`config.mk`:
```
export PLATFORM = sky130hd
export DESIGN_NAME = lzwd_out_fifo
export DESIGN_NICKNAME = d
export VERILOG_FILES = /design/src/hw/rtl/lzss_window_decoder_macros.svh /design/src/hw/rtl/lzwd_pkg.sv /design/src/hw/rtl/lzwd_out_fifo.sv
export SDC_FILE = /design/constraint.sdc
export NUM_CORES = 1
export LEC_CHECK = 0
export ABC_AREA = 1
export BUFFER_PORTS_ARGS = -buffer_cell sky130_fd_sc_hd__buf_4
export CORE_ASPECT_RATIO = 0.75
export CORE_MARGIN = 2
export CORE_UTILIZATION = 40
export CTS_CLUSTER_DIAMETER = 50
export CTS_CLUSTER_SIZE = 24
export DETAILED_ROUTE_END_ITERATION = 7
export HOLD_SLACK_MARGIN = 0.06
export PLACE_DENSITY_LB_ADDON = 0.08
export SLEW_MARGIN = 40
export SYNTH_ARGS = -nofsm -noshare
export SYNTH_HDL_FRONTEND = slang
export SYNTH_SLANG_ARGS = --single-unit
export TNS_END_PERCENT = 1
```
`constraint.sdc`:
```
create_clock -name i_clk -period 2.03 [get_ports i_clk]
set_input_delay 0 -clock i_clk [delete_from_list [all_inputs] [get_ports i_clk]]
set_output_delay 0 -clock i_clk [all_outputs]
set_load 0.02 [all_outputs]
```
`src/hw/rtl/lzss_window_decoder_macros.svh`:
```
// ----------------------------------------------------------------------------
// lzss_window_decoder_macros.svh
// Assertion macros shared by the decoder RTL.
// ----------------------------------------------------------------------------
`ifndef LZSS_WINDOW_DECODER_MACROS_SVH
`define LZSS_WINDOW_DECODER_MACROS_SVH

// antecedent implies consequent on the same edge, quiet while in reset
`define LZWD_ASSERT_IMPLIES(lbl, ante, cons, msg) \
    lbl: assert property (@(posedge i_clk) disable iff (!i_rst_n) (ante) |-> (cons)) \
        else $error(msg);

// condition holds on every edge out of reset
`define LZWD_ASSERT_ALWAYS(lbl, cond, msg) \
    `LZWD_ASSERT_IMPLIES(lbl, 1'b1, cond, msg)

`endif

```
`src/hw/rtl/lzwd_pkg.sv`:
```
`default_nettype none
// ----------------------------------------------------------------------------
// lzwd_pkg
// Word types and fixed codes of the LZSS window decoder.
// ----------------------------------------------------------------------------
package lzwd_pkg;

    typedef struct packed {
        logic [7:0] code_byte;
        logic       stream_last;
    } t_in_word;

    typedef struct packed {
        logic [7:0] plain_byte;
        logic       byte_valid;
        logic       run_last;
        logic       stream_end;
    } t_out_word;

    localparam int POS_W = 12;

    localparam logic [1:0] PH_FLAG   = 2'd0;
    localparam logic [1:0] PH_TOKEN  = 2'd1;
    localparam logic [1:0] PH_SECOND = 2'd2;

    localparam logic [7:0] SPACE_CHAR    = 8'h20;
    localparam logic [7:0] FLAG_SENTINEL = 8'hff;

endpackage
`default_nettype wire

```
`src/hw/rtl/lzwd_out_fifo.sv`:
```
`default_nettype none
// ----------------------------------------------------------------------------
// lzwd_out_fifo
// Two-word output queue; decouples the window pipeline from output stalls.
// ----------------------------------------------------------------------------
module lzwd_out_fifo
    import lzwd_pkg::*;
(
    input  wire logic      i_clk,
    input  wire logic      i_rst_n,
    input  wire logic      i_push,
    input  wire t_out_word i_push_word,
    output logic [1:0]     o_count,
    output logic           o_out_valid,
    input  wire logic      i_out_ready,
    output t_out_word      o_out_word
);

    t_out_word  r_mem [2];
    logic       r_wr;
    logic       r_rd;
    logic [1:0] r_cnt;
    logic       c_pop;

    assign o_out_valid = (r_cnt != 2'd0);
    assign o_out_word  = r_mem[r_rd];
    assign o_count     = r_cnt;
    assign c_pop       = o_out_valid & i_out_ready;

    always_ff @(posedge i_clk) begin
        if (!i_rst_n) begin
            r_wr  <= 1'b0;
            r_rd  <= 1'b0;
            r_cnt <= 2'd0;
        end else begin
            if (i_push) begin
                r_wr <= ~r_wr;
            end
            if (c_pop) begin
                r_rd <= ~r_rd;
            end
            r_cnt <= r_cnt + {1'b0, i_push} - {1'b0, c_pop};
        end
    end

    always_ff @(posedge i_clk) begin
        if (i_push) begin
            r_mem[r_wr] <= i_push_word;
        end
    end

endmodule
`default_nettype wire

```
# After elaboration in Yosys (flattened, before gate mapping)
# Memories as Yosys holds them, arrays and structs flattened. A register that Yosys moved wholly into a read port is not among the register bits.
# Cells that the tools add are included.
totals:
  mem_count: 1
  regBits: 4
  out_inout_bits: 14
  mem_bits_rw: 22
op_classes:
  n_reduce_logical: 1
  n_bitwise: 3
  n_mux: 4
  n_addsub: 2
mem_list:
  columns: ["memory", "words", "word_bits", "rd", "rd_clocked_by_memory_dff", "wr", "line_no", "text"]
  rows:
  - ["r_mem", 2, 11, 1, 1, 1, "lzwd_out_fifo.sv:19", "t_out_word r_mem [2];"]
op_table:
  columns: ["operator", "n"]
  rows:
  - ["$mux 1", 4]
  - ["$add 2x1->2", 1]
  - ["$not 1->1", 2]
  - ["$reduce_bool 2->1", 1]
  - ["$sub 2x1->2", 1]
  - ["$and 1x1->1", 1]

# Depth between registers and ports, before layout
depth:
  depth_word: 4
  mapped_depth: 10

# Worst setup path before layout
# No wires, ideal clock.
synth_timing:
  kind: "reg2reg"
  from: "reg r_cnt[1] (netlist: o_count[1])"
  to: "reg r_cnt[1] (netlist: o_count[1])"
  t_required_ps: 1915
  setup_ps: 115
  slack_ps: 607
  n_path_buf: 0
  path_stages_with_launch: 9
  synth_period_minus_slack_ps: 1423
  t_arrival_ps: 1308
  path_cell_list: "dfxtp_1 > nor2_1 > nor2_1 > ha_1 > inv_1 > ha_1 > nand2_1 > a21oi_1 > nor2_1"
synth_via:
  elab_chain_cells: 3
  word_cells_on_any_way: 4
  classes_between: "add/sub (2); bitwise (1); reduce/logical (1)"
synth_rtl:
  columns: ["element", "line_no", "text"]
  rows:
  - ["start, declared", "lzwd_out_fifo.sv:22", "logic [1:0] r_cnt;"]
  - ["start signal, assigned", "lzwd_out_fifo.sv:42", "r_cnt <= r_cnt + {1'b0, i_push} - {1'b0, c_pop};"]
  - ["$reduce_bool 2->1", "lzwd_out_fifo.sv:25", "assign o_out_valid = (r_cnt != 2'd0);"]
  - ["$and 1x1->1", "lzwd_out_fifo.sv:28", "assign c_pop = o_out_valid & i_out_ready;"]
  - ["named net c_pop", "lzwd_out_fifo.sv:23", "logic c_pop;"]
  - ["$sub 2x1->2", "lzwd_out_fifo.sv:42", null]
# The timed path passes the listed nets, and every way through them passes these cells.
# A chain may end at the register's enable or synchronous reset.

# Worst setup path in the final report
layout_timing:
  from: "reg r_cnt[1] (netlist: o_count[1])"
  to: "reg r_cnt[0] (netlist: o_count[0])"
# Same word-level chain as after synthesis.

==> impl_metrics.json <==
{
  "status": "finished, final reports clean",
  "gp_congestion": 0.654,
  "hold_path_depth": 2,
  "synth-warning-count": 0,
  "clk_pin_slew_ps": 130,
  "hold_viol_final": 0,
  "grt_pass1_vias": 646,
  "num_rows": 16,
  "numClockSinks": 27,
  "hold_slack_ps": 406,
  "finClkSkew_ps": 4.63,
  "drv_slew": 0,
  "die_height_um": 48.7,
  "syn_inst": 69,
  "placedCellCount": 134,
  "hpwl_um": 1130,
  "worst_r2r_path_depth": 8,
  "worst_pin_slew_ps": 450,
  "fin_cells": 153,
  "r2r_slack_ps": 230,
  "die_w_um": 63.6,
  "placed_area_mm2": 0.00133,
  "yosys.area.top_type": "edfxtp_1",
  "relSlewSlack_pct": 69.9,
  "cts_resized": 0,
  "clk_latency_ps": 310,
  "r2r-start": "o_count[1]",
  "port_buffers": 28,
  "endpoint_kind": "register",
  "setup_viol": 0,
  "period_share_pct": 88.6,
  "synth_top_area_share_pct": 61.9,
  "dr.pass1.iters": 2,
  "grt_max_degree": 15,
  "rsz0062_at_grt": "no",
  "postRouteAntennaNets": 0,
  "async_reset_ff_share_pct": 0,
  "ys_ff_latch": 27,
  "antenna_found_initial": 0,
  "fin_area_mm2": 0.00150,
  "path_max_fanout": 4,
  "worstHoldStart": "i_push_word[10]",
  "path_cells": "nor2_1, nor2_1, ha_1, inv_1, ha_1, nand2_1, dlygate4sd3_1, inv_1",
  "io_pins": 29,
  "clk_path_buf_depth": 2,
  "criticalPathCategory": "register to register",
  "track_usage_pct": 11.5,
  "final_core_util_pct": 58.2,
  "drtIter0Drc": 8,
  "r2r-end": "o_count[0]",
  "start_util_pct": 41.3,
  "grt_pass1_wl_um": 2730,
  "hold_class": "primary input to register",
  "area_delta_synth_final_pct": 40.8,
  "min_to": "r_mem[0][10]",
  "ir_drop_mv": 0.466,
  "critPathRequiredTime_ps": 2260,
  "setup-tns-final_ps": 0,
  "wl_per_cell_um": 10.8,
  "cts_tree": "done",
  "nets": 135,
  "overflow": 0,
  "vias_per_cell": 4.33,
  "critPathLaunchType": "register",
  "power.leakage_nw": 0.648,
  "drt_wl_total_um": 1660,
  "p_per_area_mw_per_mm2": 963,
  "cts_made_buffers": 3,
  "synthFlopType": "edfxtp_1",
  "ys_top_cells_by_area": "edfxtp_1, mux2_4, dfxtp_1",
  "cap_violations": 0,
  "synth_common_cells": "edfxtp_1, mux2_4, nor2_1, inv_1, nand2_1",
  "fin_crit_ps": 1800,
  "htreeDepth": 1,
  "synth.distinct_cells": 11,
  "avgSynthCellArea_um2": 15.5,
  "max_freq_ghz": 0.556,
  "synth_nets": 86,
  "synth_edf_count": 22,
  "diodes": 0,
  "seq_area_frac_synth_pct": 71.3,
  "syn_area_mm2": 0.00107,
  "slowest_stage": "dlygate4sd3_1",
  "drive_gt1_share_pct": 37.6,
  "die_area_mm2": 0.00310,
  "synth_most_common_cell": "edfxtp_1",
  "vias": 662,
  "cp.arrival_ps": 2030,
  "cts_root_buf": "clkbuf_4",
  "drc": 0,
  "slowest_delay_ps": 540,
  "core_mm2": 0.00258
}
==> stage by stage <==
stage	power (mW)	setup WS (ps)
2_1_floorplan	1.04	607
3_3_place_gp	1.20	687
3_5_place_dp	1.21	653
4_1_cts	1.46	233
5_1_grt	1.54	103
6_report	1.45	232
==> state kept, by name, summed over array words and instances, names as in the netlist, named ones only <==
register  flops
r_rd          1
r_wr          1
r_mem        22
o_count       2
==> worst max path at each step <==
| stage | from | to | slack (ps) | cells after the start |
|---|---|---|---|---|
| final | o_count[1] | o_count[0] | 230 | 8 |
| after floorplan | o_count[1] | o_count[1] | 610 | 8 |
| after CTS | o_count[1] | o_count[0] | 230 | 8 |
| after detailed placement | o_count[1] | o_count[1] | 650 | 8 |
| after global routing | o_count[1] | o_count[0] | 100 | 8 |
| after global placement | o_count[1] | o_count[1] | 690 | 8 |
==> layout make-up <==
class | instances | area [um^2]
sequential | 27 | 761
tap | 36 | 45.0
multi-input combinational | 33 | 265
inverter | 8 | 30.0
fill | 209 | 1080
clock buffer | 4 | 26.3
timing repair buffer | 45 | 375
==> repair_timing <==
action | CTS | global route
endpoints found under the hold margin | 27 | 0
hold buffers | 15 | 0
setup buffers | 0 | 0
==> cells in the final DEF, fill, tap and decap left out, drive strengths merged <==
cell and instances:
mux2 11, buf 30, dlygate4sd3 15, nor2 9, edfxtp 22, inv 8
a21oi 1, nand3 2, clkbuf 4, dfxtp 5, nand2 8, ha 2
==> logic make-up after synthesis <==
family | count (synthesis) | share of synthesized area (%)
fa+ha+maj | 2 | 2.34
flops | 27 | 71.3
buf+inv | 9 | 3.87
compound gates | 1 | 0.468
mux | 11 | 15.1
simple gates | 19 | 6.92
==> critical path, delay by kind of cell (launching register included) <==
| kind | cells | cell delay, ps |
|---|---|---|
| buf+inv | 3 | 620 |
| fa+ha+maj | 2 | 460 |
| flops | 1 | 400 |
| simple gates | 3 | 240 |
==> where the power goes <==
part           switching, mW  total [mW]  internal (mW)  leakage (nW)
Sequential            0.0441       0.701          0.657         0.248
Combinational          0.254       0.529          0.275         0.385
Clock                  0.141       0.218         0.0768        0.0150
==> routing by layer <==
layer	up-vias	global-route usage, %	wire [um]
met5	-	0	0
met4	0	1.09	0
met3	0	4.65	82
met2	16	20.5	891
met1	315	13.4	685
li1	331	-	-
Power figures use the tool's default switching activity.
